$ cat config.mk
export PLATFORM = sky130hd
export DESIGN_NAME = dfpwm_bit_decoder_flat
export DESIGN_NICKNAME = d
export VERILOG_FILES = /design/src/dfpwm_pkg.sv /design/src/dfpwm_if.sv /design/src/dfpwm_step.sv /design/src/dfpwm_bit_decoder.sv /design/src/flat_wrapper.sv
export VERILOG_INCLUDE_DIRS = /design/src /design/src/src
export SDC_FILE = /design/constraint.sdc
export NUM_CORES = 1
export LEC_CHECK = 0
export ABC_AREA = 1
export BUFFER_PORTS_ARGS = -buffer_cell sky130_fd_sc_hd__buf_2
export CORE_MARGIN = 4
export CORE_UTILIZATION = 64
export DETAILED_ROUTE_END_ITERATION = 6
export PLACE_DENSITY = 0.78
export SYNTH_ARGS = -nofsm -noshare
export SYNTH_HDL_FRONTEND = slang
export SYNTH_SLANG_ARGS = --single-unit
$ cat constraint.sdc
create_clock -name clock -period 11.18 [get_ports clock]
set_input_delay 2.236 -clock clock [delete_from_list [all_inputs] [get_ports clock]]
set_output_delay 2.236 -clock clock [all_outputs]
set_load 0.02 [all_outputs]
$ cat src/assert_macros.svh
// assertion macros shared by the rtl files of the dfpwm bit decoder
// checks are compiled out when SYNTHESIS is defined
`ifndef ASSERT_MACROS_SVH
`define ASSERT_MACROS_SVH
`ifndef SYNTHESIS
`define ASSERT_ALWAYS(label, clk, rst, expr) \
   label: assert property (@(posedge clk) disable iff (rst) (expr)) \
      else $error("assertion failed");
`define ASSERT_IMPLIES(label, clk, rst, ante, cons) \
   label: assert property (@(posedge clk) disable iff (rst) (ante) |-> (cons)) \
      else $error("assertion failed");
`define ASSERT_NEXT(label, clk, rst, ante, cons) \
   label: assert property (@(posedge clk) disable iff (rst) (ante) |=> (cons)) \
      else $error("assertion failed");
`else
`define ASSERT_ALWAYS(label, clk, rst, expr)
`define ASSERT_IMPLIES(label, clk, rst, ante, cons)
`define ASSERT_NEXT(label, clk, rst, ante, cons)
`endif
`endif

$ cat src/dfpwm_pkg.sv
// shared types and constants of the dfpwm bit decoder
// no dependencies
`default_nettype none

package dfpwm_pkg;

   localparam int BITS_PER_ITEM_DEF = 8;

   localparam int CSR_IDX_W = 2;

   // register reset values
   localparam logic [7:0] RISE_RATE_RST   = 8'd7;
   localparam logic [7:0] FALL_RATE_RST   = 8'd20;
   localparam logic [7:0] FILTER_GAIN_RST = 8'd100;

   // targets of the charge and the strength
   localparam logic signed [8:0] TARGET_HIGH  = 9'sd127;
   localparam logic signed [8:0] TARGET_LOW   = -9'sd128;
   localparam logic signed [8:0] STRENGTH_MAX = 9'sd255;
   localparam logic signed [8:0] STRENGTH_MIN = 9'sd0;

   // register indexes
   typedef enum logic [CSR_IDX_W-1:0] {
      CSR_RISE_RATE   = 2'd0,
      CSR_FALL_RATE   = 2'd1,
      CSR_FILTER_GAIN = 2'd2
   } csr_idx_type;

   // one request to the shared step unit
   typedef struct packed {
      logic signed [8:0] cur;
      logic signed [8:0] goal;
      logic [7:0]        rate;
      logic              nudge_en;
   } step_req_type;

endpackage

`default_nettype wire

$ cat src/dfpwm_if.sv
// valid/ready channel interfaces of the dfpwm bit decoder
// depends on dfpwm_pkg
`default_nettype none

// compressed byte in
interface dfpwm_req_if;
   logic       valid;
   logic       ready;
   logic [7:0] packed_bits;
   modport source (output valid, output packed_bits, input ready);
   modport sink (input valid, input packed_bits, output ready);
endinterface

// decoded sample out
interface dfpwm_rsp_if;
   logic              valid;
   logic              ready;
   logic signed [7:0] sample_out;
   logic              last_of_byte;
   modport source (output valid, output sample_out, output last_of_byte, input ready);
   modport sink (input valid, input sample_out, input last_of_byte, output ready);
endinterface

// register write channel
interface dfpwm_csr_if;
   import dfpwm_pkg::*;
   logic                 valid;
   logic                 ready;
   logic [CSR_IDX_W-1:0] index;
   logic [7:0]           data;
   modport source (output valid, output index, output data, input ready);
   modport sink (input valid, input index, input data, output ready);
endinterface

`default_nettype wire

$ cat src/dfpwm_step.sv
// shared step unit: moves a value toward a goal by rate/256, rounded,
// with an optional stall nudge; depends on dfpwm_pkg
`default_nettype none

module dfpwm_step (
   input  dfpwm_pkg::step_req_type req,
   output logic signed [8:0]       result
);
   import dfpwm_pkg::*;

   logic signed [9:0]  diff;
   logic signed [18:0] prod;
   logic signed [18:0] prod_rnd;
   logic signed [10:0] step;
   logic signed [10:0] moved;

   // distance to goal scaled by rate, rounded to nearest, ties upward
   always_comb begin
      diff     = {req.goal[8], req.goal} - {req.cur[8], req.cur};
      prod     = $signed({11'd0, req.rate}) * 19'(diff);
      prod_rnd = prod + 19'sd128;
      step     = prod_rnd[18:8];
      moved    = 11'(req.cur) + step;
   end

   // nudge by one toward the goal when the step stalls short of it
   always_comb begin
      if (req.nudge_en && (step == 11'sd0) && (req.cur != req.goal)) begin
         if (req.goal > req.cur) begin
            result = req.cur + 9'sd1;
         end else begin
            result = req.cur - 9'sd1;
         end
      end else begin
         result = moved[8:0];
      end
   end

endmodule

`default_nettype wire

$ cat src/dfpwm_bit_decoder.sv
// dfpwm bit decoder top level: sequencer, state and output register
// depends on dfpwm_pkg, dfpwm_if, dfpwm_step and assert_macros.svh
//
// Usage:
//   req_chan carries one compressed word (packed_bits); bit 0 is decoded first.
//   rsp_chan returns BITS_PER_ITEM signed samples per word, last_of_byte set
//   on the final one. csr_chan writes rise_rate (0), fall_rate (1) and
//   filter_gain (2); other indexes are ignored. csr_chan is always ready.
//   Each bit takes three passes through one shared multiply-round unit:
//   charge, strength, then the low-pass filter. After a word is accepted,
//   the sequencer runs these passes bit by bit, and each filter pass loads
//   its sample into the output register that drives rsp_chan.
//   req_chan is ready only while the sequencer is idle, so the next word may
//   be taken while the last sample still waits in the output register.
//   When rsp_chan stalls, the sequencer holds at the filter pass until the
//   output register is free; no sample is lost or repeated.
//   Reset (synchronous, active high) clears charge, strength, filter level and
//   the previous target, and loads the register defaults 7, 20 and 100.
`default_nettype none
`include "assert_macros.svh"

module dfpwm_bit_decoder #(
   parameter int BITS_PER_ITEM = dfpwm_pkg::BITS_PER_ITEM_DEF
) (
   input  wire           clock,
   input  wire           reset,
   dfpwm_req_if.sink     req_chan,
   dfpwm_rsp_if.source   rsp_chan,
   dfpwm_csr_if.sink     csr_chan
);
   import dfpwm_pkg::*;

   localparam int CNT_W = $clog2(BITS_PER_ITEM + 1);
   localparam logic [CNT_W-1:0] LAST_CNT = CNT_W'(BITS_PER_ITEM - 1);

   typedef enum logic [3:0] {
      ST_IDLE     = 4'b0001,
      ST_CHARGE   = 4'b0010,
      ST_STRENGTH = 4'b0100,
      ST_FILTER   = 4'b1000
   } state_type;

   state_type         state_ff, state_in;
   logic [7:0]        rise_ff, fall_ff, gain_ff;
   logic signed [7:0] charge_ff, charge_in;
   logic signed [7:0] prev_charge_ff, prev_charge_in;
   logic [7:0]        strength_ff, strength_in;
   logic signed [7:0] level_ff, level_in;
   logic              last_high_ff, last_high_in;
   logic [7:0]        bits_ff, bits_in;
   logic [CNT_W-1:0]  cnt_ff, cnt_in;
   logic              rsp_valid_ff, rsp_valid_in;
   logic signed [7:0] rsp_sample_ff, rsp_sample_in;
   logic              rsp_last_ff, rsp_last_in;

   logic              high;
   logic              flip;
   logic              req_fire;
   logic              rsp_fire;
   logic              out_free;
   logic signed [8:0] avg_sum;
   logic signed [8:0] pre;
   step_req_type      step_req;
   logic signed [8:0] step_res;

   // handshakes
   assign req_chan.ready = (state_ff == ST_IDLE);
   assign req_fire       = req_chan.valid && req_chan.ready;
   assign rsp_fire       = rsp_chan.valid && rsp_chan.ready;
   assign out_free       = !rsp_valid_ff || rsp_chan.ready;
   assign csr_chan.ready = 1'b1;

   assign rsp_chan.valid        = rsp_valid_ff;
   assign rsp_chan.sample_out   = rsp_sample_ff;
   assign rsp_chan.last_of_byte = rsp_last_ff;

   // current bit and flip against the previous target
   assign high    = bits_ff[0];
   assign flip    = (high != last_high_ff);
   assign avg_sum = 9'(charge_ff) + 9'(prev_charge_ff);
   assign pre     = flip ? (avg_sum >>> 1) : 9'(charge_ff);

   // operand selection for the shared unit
   always_comb begin
      step_req = '0;
      case (state_ff)
         ST_CHARGE: begin
            step_req.cur      = 9'(charge_ff);
            step_req.goal     = high ? TARGET_HIGH : TARGET_LOW;
            step_req.rate     = strength_ff;
            step_req.nudge_en = 1'b1;
         end
         ST_STRENGTH: begin
            step_req.cur      = $signed({1'b0, strength_ff});
            step_req.goal     = flip ? STRENGTH_MIN : STRENGTH_MAX;
            step_req.rate     = flip ? fall_ff : rise_ff;
            step_req.nudge_en = 1'b1;
         end
         ST_FILTER: begin
            step_req.cur      = 9'(level_ff);
            step_req.goal     = pre;
            step_req.rate     = gain_ff;
            step_req.nudge_en = 1'b0;
         end
         default: begin
            step_req = '0;
         end
      endcase
   end

   dfpwm_step u_step (
      .req    (step_req),
      .result (step_res)
   );

   // sequencer and state updates
   always_comb begin
      state_in       = state_ff;
      charge_in      = charge_ff;
      prev_charge_in = prev_charge_ff;
      strength_in    = strength_ff;
      level_in       = level_ff;
      last_high_in   = last_high_ff;
      bits_in        = bits_ff;
      cnt_in         = cnt_ff;
      rsp_valid_in   = rsp_valid_ff && !rsp_fire;
      rsp_sample_in  = rsp_sample_ff;
      rsp_last_in    = rsp_last_ff;
      case (state_ff)
         ST_IDLE: begin
            if (req_fire) begin
               bits_in  = req_chan.packed_bits;
               cnt_in   = '0;
               state_in = ST_CHARGE;
            end
         end
         ST_CHARGE: begin
            prev_charge_in = charge_ff;
            charge_in      = step_res[7:0];
            state_in       = ST_STRENGTH;
         end
         ST_STRENGTH: begin
            strength_in = step_res[7:0];
            state_in    = ST_FILTER;
         end
         ST_FILTER: begin
            if (out_free) begin
               level_in      = step_res[7:0];
               rsp_valid_in  = 1'b1;
               rsp_sample_in = step_res[7:0];
               rsp_last_in   = (cnt_ff == LAST_CNT);
               last_high_in  = high;
               bits_in       = {1'b0, bits_ff[7:1]};
               cnt_in        = cnt_ff + 1'b1;
               state_in      = (cnt_ff == LAST_CNT) ? ST_IDLE : ST_CHARGE;
            end
         end
         default: begin
            state_in = ST_IDLE;
         end
      endcase
   end

   // control and decoder state
   always_ff @(posedge clock) begin
      if (reset) begin
         state_ff     <= ST_IDLE;
         charge_ff    <= '0;
         strength_ff  <= '0;
         level_ff     <= '0;
         last_high_ff <= 1'b0;
         cnt_ff       <= '0;
         rsp_valid_ff <= 1'b0;
      end else begin
         state_ff     <= state_in;
         charge_ff    <= charge_in;
         strength_ff  <= strength_in;
         level_ff     <= level_in;
         last_high_ff <= last_high_in;
         cnt_ff       <= cnt_in;
         rsp_valid_ff <= rsp_valid_in;
      end
   end

   // working word and output payload
   always_ff @(posedge clock) begin
      prev_charge_ff <= prev_charge_in;
      bits_ff        <= bits_in;
      rsp_sample_ff  <= rsp_sample_in;
      rsp_last_ff    <= rsp_last_in;
   end

   // configuration registers
   always_ff @(posedge clock) begin
      if (reset) begin
         rise_ff <= RISE_RATE_RST;
         fall_ff <= FALL_RATE_RST;
         gain_ff <= FILTER_GAIN_RST;
      end else if (csr_chan.valid && csr_chan.ready) begin
         case (csr_chan.index)
            CSR_RISE_RATE:   rise_ff <= csr_chan.data;
            CSR_FALL_RATE:   fall_ff <= csr_chan.data;
            CSR_FILTER_GAIN: gain_ff <= csr_chan.data;
            default: begin
            end
         endcase
      end
   end

   // checks
   `ASSERT_NEXT(a_accept_starts, clock, reset, req_fire, state_ff == ST_CHARGE)
   `ASSERT_IMPLIES(a_word_from_filter, clock, reset, $rose(rsp_valid_ff),
      $past(state_ff) == ST_FILTER)
   `ASSERT_ALWAYS(a_cnt_range, clock, reset, (state_ff == ST_IDLE) || (cnt_ff <= LAST_CNT))
   `ASSERT_IMPLIES(a_stall_holds, clock, reset,
      (state_ff == ST_FILTER) && rsp_valid_ff && !rsp_chan.ready,
      state_in == ST_FILTER)

endmodule

`default_nettype wire
$ cat src/flat_wrapper.sv
// flat-port wrapper written by rule: the top's interface ports become plain ports
module dfpwm_bit_decoder_flat import dfpwm_pkg::*;
#(
   parameter int BITS_PER_ITEM = dfpwm_pkg::BITS_PER_ITEM_DEF
)
  (clock, reset, req_chan_valid, req_chan_packed_bits, req_chan_ready, rsp_chan_valid, rsp_chan_sample_out, rsp_chan_last_of_byte, rsp_chan_ready, csr_chan_valid, csr_chan_index, csr_chan_data, csr_chan_ready);
  dfpwm_req_if req_chan_i ();
  dfpwm_rsp_if rsp_chan_i ();
  dfpwm_csr_if csr_chan_i ();
  input  wire clock;
  input  wire reset;
  input wire logic [$bits(req_chan_i.valid)-1:0] req_chan_valid;
  input wire logic [$bits(req_chan_i.packed_bits)-1:0] req_chan_packed_bits;
  output wire logic [$bits(req_chan_i.ready)-1:0] req_chan_ready;
  output wire logic [$bits(rsp_chan_i.valid)-1:0] rsp_chan_valid;
  output wire logic [$bits(rsp_chan_i.sample_out)-1:0] rsp_chan_sample_out;
  output wire logic [$bits(rsp_chan_i.last_of_byte)-1:0] rsp_chan_last_of_byte;
  input wire logic [$bits(rsp_chan_i.ready)-1:0] rsp_chan_ready;
  input wire logic [$bits(csr_chan_i.valid)-1:0] csr_chan_valid;
  input wire logic [$bits(csr_chan_i.index)-1:0] csr_chan_index;
  input wire logic [$bits(csr_chan_i.data)-1:0] csr_chan_data;
  output wire logic [$bits(csr_chan_i.ready)-1:0] csr_chan_ready;
  assign req_chan_i.valid = req_chan_valid;
  assign req_chan_i.packed_bits = req_chan_packed_bits;
  assign req_chan_ready = req_chan_i.ready;
  assign rsp_chan_valid = rsp_chan_i.valid;
  assign rsp_chan_sample_out = rsp_chan_i.sample_out;
  assign rsp_chan_last_of_byte = rsp_chan_i.last_of_byte;
  assign rsp_chan_i.ready = rsp_chan_ready;
  assign csr_chan_i.valid = csr_chan_valid;
  assign csr_chan_i.index = csr_chan_index;
  assign csr_chan_i.data = csr_chan_data;
  assign csr_chan_ready = csr_chan_i.ready;
  dfpwm_bit_decoder #(.BITS_PER_ITEM(BITS_PER_ITEM)) u_core (.clock(clock), .reset(reset), .req_chan(req_chan_i), .rsp_chan(rsp_chan_i), .csr_chan(csr_chan_i));
endmodule
## Word level (Yosys, flattened, before mapping)

Cells that the tools add are included.

- Output and inout bits: 12
- Bits in latches: 0
- Word-level logic and storage cells: 70
- Memories kept: 0
- Input port bits: 23
- Register bits after elaboration: 83
- Bits in read-only memories: 0
- Bits in writable memories: 0

- Multiply operators: 1
- Shift-type cells: 0
- Mux-type cells: 19
- Bitwise operators: 0
- Magnitude comparators: 1
- Equal/unequal tests: 11
- Add/sub/neg operators: 7
- Div/mod/pow operators: 0
- Reduce and logical (&&, ||, !) cells: 17

Operator list:

| cell | count |
|---|---|
| 27-bit one-hot mux with 3 select lines | 1 |
| 8-bit two-way mux | 6 |
| 19-bit by 9-bit adder with 19-bit output (second input constant) | 1 |
| 9-bit by 10-bit multiplier with 19-bit output | 1 |
| 9-bit two-way mux | 2 |
| 4-bit two-way mux | 4 |
| 4-bit one-hot mux with 4 select lines | 1 |
| 8-bit one-hot mux with 2 select lines | 1 |
| 11-bit logical NOT | 1 |
| 2-bit AND reduction | 5 |
| 9-bit by 9-bit subtractor with 10-bit output | 1 |
| 8-bit by 8-bit adder with 9-bit output | 1 |
| 9-bit > comparator | 1 |
| 9-bit inequality test | 1 |
| 8-bit by 2-bit adder with 8-bit output (second input constant) | 1 |
| 8-bit adder | 1 |
| 4-bit by 3-bit == test with 1-bit output (second input constant) | 2 |
| 4-bit one-hot mux with 2 select lines | 1 |
| 8-bit by 2-bit subtractor with 8-bit output (second input constant) | 1 |
| 1-bit logical AND | 5 |
| 4-bit by 1-bit adder with 4-bit output (second input constant) | 1 |
| 4-bit by 1-bit == test with 1-bit output (second input constant) | 1 |
| 4-bit by 2-bit == test with 1-bit output (second input constant) | 1 |
| 4-bit == test (second input constant) | 1 |
| other kinds (12) | 14 |

## Logic depth before layout (Yosys ltp)

- Depth in word-level cells: 10
- Mapped depth: 63
- Depth with buffers taken out: 63

## Hierarchy

Synthesis repeated with hierarchy kept, for this count alone.

- Cells, all modules: 1114
- Area, all modules: 8229.1 µm²

By module, submodules not included:

| module | times used | area each (µm²) | sequential area each (µm²) | cells each |
|---|---|---|---|---|
| dfpwm_step | 1 | 4291.6 | 0.0 | 598 |
| dfpwm_bit_decoder | 1 | 3937.5 | 1911.8 | 516 |

## Least setup slack after synthesis

OpenSTA, ideal clock, no wires.

- Kind: reg2reg
- From: register u_core.bits_ff[0]
- To: register u_core.rsp_sample_ff[7], in the netlist u_core.rsp_chan.sample_out[7], data pin
- Required time: 10926 ps
- Clock period less this slack: 9467 ps
- Setup time: 254 ps
- Data arrival time: 9212 ps
- Path slack: 1713 ps
- Cell stages (with the launch flop): 55
- Path buffers: 2
- Cell sequence: edfxtp_1 -> nand2_1 -> nand2_1 -> buf_6 -> inv_1 -> clkbuf_1 -> nor2_1 -> a21oi_1 -> o21ai_0 -> ha_1 -> nand2_1 -> o21ai_0 -> a21o_1 -> a21oi_1 -> or2_2 -> nand2_1 -> a21oi_1 -> or2_2 -> [19 not listed] -> nor2_2 -> nand2_2 -> inv_1 -> o21ai_0 -> ha_1 -> nand2_1 -> nor2_1 -> a211oi_1 -> nor2_1 -> nor2_1 -> o21bai_1 -> nand2_1 -> nand2_1 -> a21oi_1 -> xnor2_1 -> inv_1 -> nand3_2 -> nand2_1

- Word-level cells in the longest chain between the ends: 10
- Elaborated cells between the ends (all ways): 17
- Those cells by class: add/sub: 3; mul: 1; order compare: 1; eq/ne: 2; mux: 7; reduce/logical: 3

Ends and longest elaborated chain:

| what | line | source |
|---|---|---|
| start: declaration | dfpwm_bit_decoder.sv:50 | `logic [7:0] bits_ff, bits_in;` |
| start signal: assignment | dfpwm_bit_decoder.sv:188 | `bits_ff <= bits_in;` |
| 1-bit inequality test | dfpwm_bit_decoder.sv:79 | `assign flip = (high != last_high_ff);` |
| 9-bit two-way mux / 8-bit two-way mux (equally long branches) | dfpwm_bit_decoder.sv:81, dfpwm_bit_decoder.sv:95 |  |
| 27-bit one-hot mux with 3 select lines * | dfpwm_bit_decoder.sv:86 | `case (state_ff)` |
| parallel branches: the longest is 6 deep, another holds 9-bit by 10-bit multiplier with 19-bit output | - |  |
| 8-bit two-way mux * | dfpwm_step.sv:28 | `if (req.nudge_en && (step == 11'sd0) && (req.cur != req.goal)) begin` |
| named net u_core.step_res[7] | dfpwm_bit_decoder.sv:64 | `logic signed [8:0] step_res;` |
| end signal: assignment | dfpwm_bit_decoder.sv:189 | `rsp_sample_ff <= rsp_sample_in;` |
| end: declaration | dfpwm_bit_decoder.sv:53 | `logic signed [7:0] rsp_sample_ff, rsp_sample_in;` |

Mark *: on every way through the listed nets, which the timed path passes.
A chain may end at the register's enable or synchronous reset.

## Worst setup path in the final report

- From: register u_core.bits_ff[0]
- To: register u_core.strength_ff[7]

- Word-level cells in the longest chain between the ends: 10
- Elaborated cells between the ends (all ways): 17
- Those cells by class: add/sub: 3; mul: 1; order compare: 1; eq/ne: 2; mux: 7; reduce/logical: 3

Ends and longest elaborated chain:

| what | line | source |
|---|---|---|
| 1-bit inequality test | dfpwm_bit_decoder.sv:79 |  |
| 9-bit two-way mux / 8-bit two-way mux (equally long branches) | dfpwm_bit_decoder.sv:81, dfpwm_bit_decoder.sv:95 |  |
| 27-bit one-hot mux with 3 select lines * | dfpwm_bit_decoder.sv:86 |  |
| parallel branches: the longest is 6 deep, another holds 9-bit by 10-bit multiplier with 19-bit output | - |  |
| 8-bit two-way mux * | dfpwm_step.sv:28 |  |
| end signal: assignment | dfpwm_bit_decoder.sv:177 | `strength_ff <= strength_in;` |
| end: declaration | dfpwm_bit_decoder.sv:47 | `logic [7:0] strength_ff, strength_in;` |

Every way passes the cells marked *.

==> PnR_summary.wiki <==
{| class="wikitable"
! Metric !! Value
|-
| Largest stage delay, worst path || 650 ps
|-
| Aggregate negative setup slack || 0 ps
|-
| IO Pins || 35
|-
| Aggregate global-route resource usage || 0.279
|-
| Total of warnings raised by yosys || 0
|-
| Total wirelength of the detailed-routed design || about 19000 um
|-
| Timing-limited maximum frequency || 0.0976 GHz
|-
| Internal power consumption || 584 uW
|-
| Maximum number of pins on one net before global-route repair || 37
|-
| Crit path launch || u_core.bits_ff[0]$_DFFE_PP_
|-
| CTS tree || yes
|-
| Clock period minus worst slack || ~10000 ps
|-
| Max-Slew Margin vs Limit || 0.282
|-
| Sw Pwr || approximately 300 uW
|-
| Share of power burned in combinational logic || 0.272
|-
| Number of nets in the layout || 1237
|-
| Clock tree skew after final layout || ~5.3 ps
|-
| Worst-case reg-to-reg path depth || 55
|-
| Async S/R FF share, synth || 0
|-
| Commonest cells in the synthesized netlist || 199 x inv_1, 170 x nand2_1, 117 x nor2_1, 71 x ha_1, 70 x a21oi_1
|-
| DRC Markers || 0
|-
| Area of the placeable core || 12200 sq um
|-
| Crit start category || flop
|-
| Leakage || between 4 and 5 nW
|-
| Least-Margin Pin Slew || 1070 ps
|-
| Total number of vias || between 6000 and 7000
|-
| Final worst slack || around 930 ps
|-
| Peak VDD IR || ~110 uV
|-
| Cell with the most instances after synthesis || inv_1
|-
| Number of enable flip-flop cells after synthesis || 25
|-
| Clock buffers created by TritonCTS || 9
|-
| Run status || finished, final reports clean
|-
| Setup bufs post-CTS || 0
|-
| Power density over the cells || between 100 and 150 nW/um^2
|-
| I/O Buffers || 33
|-
| CTS hold repair buffers || 0
|-
| Average vias per placed instance || 5.36
|-
| Remaining global-route overflow || 0
|-
| Antenna violations before repair || 0
|-
| Share of power burned in registers || 0.394
|-
| Antenna cells || 0
|-
| Biggest area consumer among synthesized cells || fa_1
|-
| Final hold violations || 0
|-
| Category of the critical setup timing path || flop to flop
|-
| Clock power share || 0.334
|-
| Number of distinct library cells after synthesis || 46
|-
| Main synth FF type || dfxtp_1
|-
| Final Wtd Congestion || just over 0.9
|-
| TritonCTS Sinks || between 80 and 90
|-
| Arrival time worst endpoint || 10490 ps
|-
| Reg2reg setup slack || 930 ps
|-
| Post-Synthesis Cells || roughly 1000
|-
| DR pass1 iterations || 5
|-
| Initial core utilization || 0.660
|-
| Via count of the first global-routing pass || around 6600
|-
| Most Frequent Cell on Critical Path || nand2_1
|-
| Yosys top cell area share || 0.170
|-
| Reg-to-Reg Start || u_core.bits_ff[0]$_DFFE_PP_
|-
| DR iter-0 viols || approximately 550
|-
| Part of the cycle the worst path needs || 0.917
|-
| Number of max-cap violations || 0
|-
| Residual antenna-violating net count after detailed routing || 0
|-
| Cell with the largest stage delay on the worst path || fa_1
|-
| Die Outline Area || 14400 sq um
|-
| Number of flip-flops and latches in the synthesized netlist || 83
|-
| Synth Area per Inst || a little under 8 sq um
|-
| Horizontal die dimension || around 120 um
|-
| First-pass GRT wire length || ~32000 um
|-
| Fill count || around 1000
|-
| Type of the worst min-delay path || flop to flop
|-
| Crit path required time || approximately 11000 ps
|-
| WL/cell || 15.3 um
|-
| CTS clk-pin slew, worst paths || approximately 60 ps
|-
| Critical path capture point || u_core.strength_ff[7]$_SDFFE_PP0P_
|-
| Final setup fails || 0
|-
| Setup repair after global routing missed its margin || false
|-
| Hpwl dp || between 15000 and 20000 um
|-
| Post-place setup slack || around 1000 ps
|-
| Fraction of power spent switching nets || 0.340
|-
| Clock buffer depth || 2
|-
| Sequential element share of the synthesized area || 0.238
|-
| Core Rows || 40
|-
| Relative area change from synthesis to final layout || 7.66%
|-
| Number of slew-limit violations in the final report || 0
|-
| Share of final-layout standard cells stronger than drive strength 1 || 0.104
|-
| Endpoint type of the worst setup path || flop
|-
| Die height || 120 um
|-
| Post-Synthesis Net Count || 1206
|-
| Clk root buf || clkbuf_16
|-
| Destination of the worst register-to-register timing path || u_core.strength_ff[7]$_SDFFE_PP0P_
|-
| Deepest level of the CTS H-tree || 3
|-
| Maximum fanout along the worst path || 11
|-
| Total of cells resized after clock tree synthesis || 0
|-
| Later-pin clock latency in the skew report || between 300 and 400 ps
|-
| Mapped cell area || roughly 8000 sq um
|-
| Top area cells in the synthesized netlist || fa_1 17%, dfxtp_1 14%, ha_1 11%
|}
## cells by family (layout without fill, tap and decap cells)
group	after synthesis	count (layout)	share of synthesized area
compound gates	178	178	0.123
xor+xnor	26	26	0.0293
fa+ha+maj	139	139	0.280
buf+inv	228	264	0.112
flops	83	83	0.238
other cells	1	1	0.000467
simple gates	389	389	0.217
## power by group through the flow
stage	Sequential, mW	Combinational (mW)	Clock (mW)
floorplan	0.352	0.178	0
global placement	0.355	0.232	0
detailed placement	0.355	0.236	0
CTS	0.349	0.238	0.296
global route	0.351	0.272	0.308
finish	0.349	0.241	0.296
## final cells by class
cell class,instances,area [sq um],area share
repair buffers,42,233,0.0269
inverters,206,773,0.0895
clock inverters,6,65.1,0.00753
clock buffers,10,229,0.0265
well taps,168,210,0.0243
multi-input cells,733,5220,0.604
flip-flops and latches,83,1910,0.221
## sequential cells by signal, summed over array words and instances, names as in the netlist, 4 cells and up
| register | cells |
|---|---|
| u_core.rsp_chan.sample_out | 8 |
| u_core.gain_ff | 8 |
| u_core.rise_ff | 8 |
| u_core.cnt_ff | 4 |
| u_core.fall_ff | 8 |
| u_core.bits_ff | 8 |
| u_core.state_ff | 4 |
| u_core.level_ff | 8 |
| u_core.strength_ff | 8 |
| u_core.prev_charge_ff | 8 |
| u_core.charge_ff | 8 |
## worst min-delay path by stage
stage                     cells after the start                              end  slack, ps                             from
after detailed placement                      2  u_core.level_ff[1]$_SDFFE_PP0P_        450  u_core.level_ff[1]$_SDFFE_PP0P_
final                                         2   u_core.gain_ff[3]$_SDFFE_PP0P_        480   u_core.gain_ff[3]$_SDFFE_PP0P_
after global routing                          2   u_core.gain_ff[4]$_SDFFE_PP0P_        510   u_core.gain_ff[4]$_SDFFE_PP0P_
after floorplan                               2   u_core.gain_ff[6]$_SDFFE_PP1P_        430   u_core.gain_ff[6]$_SDFFE_PP1P_
after CTS                                     2   u_core.gain_ff[3]$_SDFFE_PP0P_        480   u_core.gain_ff[3]$_SDFFE_PP0P_
after global placement                        2  u_core.level_ff[1]$_SDFFE_PP0P_        440  u_core.level_ff[1]$_SDFFE_PP0P_
## cell usage in the layout (no fill, tap or decap), types with 4 or more instances in the layout
cell type,count
nand3_1,33
o22ai_1,10
o211ai_1,10
buf_2,33
nor2_4,5
xnor2_1,9
clkbuf_16,9
o21bai_1,5
nor2_1,117
a21oi_1,70
buf_4,9
o21ai_0,68
ha_1,71
inv_2,5
inv_1,199
xor2_1,16
fa_1,68
dfxtp_1,58
or2_2,4
edfxtp_1,25
nand2_4,4
nor2_2,6
nand2_2,26
nor3_1,11
nand2_1,170
## critical path: cells and delay by family, from the launching register on
kind / cells / cell delay (ps)
compound gates: 11 / 2340
xor+xnor: 1 / 170
fa+ha+maj: 8 / 3590
buf+inv: 8 / 730
flops: 1 / 420
simple gates: 27 / 2920
## through the flow
stage                      util  total power [mW]  hold WS (ps)  cell area [sq um]  cells
final                     0.710             0.886           476               8640   1248
after global routing      0.710             0.931           512               8640   1248
after CTS                 0.710             0.883           477               8640   1248
after detailed placement  0.686             0.591           450               8340   1232
after global placement    0.686             0.587           441               8340   1232
after floorplan               -             0.529           429               8020   1044
## per-layer routing
metal / global-route usage / part of all wire / vias to the layer above / wire, um
li1: - / - / 3355 / -
met1: 0.415 / 0.49 / 3091 / 9280
met2: 0.427 / 0.44 / 214 / 8330
met3: 0.0547 / 0.065 / 24 / 1250
met4: 0.0537 / 0.011 / 0 / 206
met5: 0 / 0 / - / 0
(Power assumes the default switching activity.)
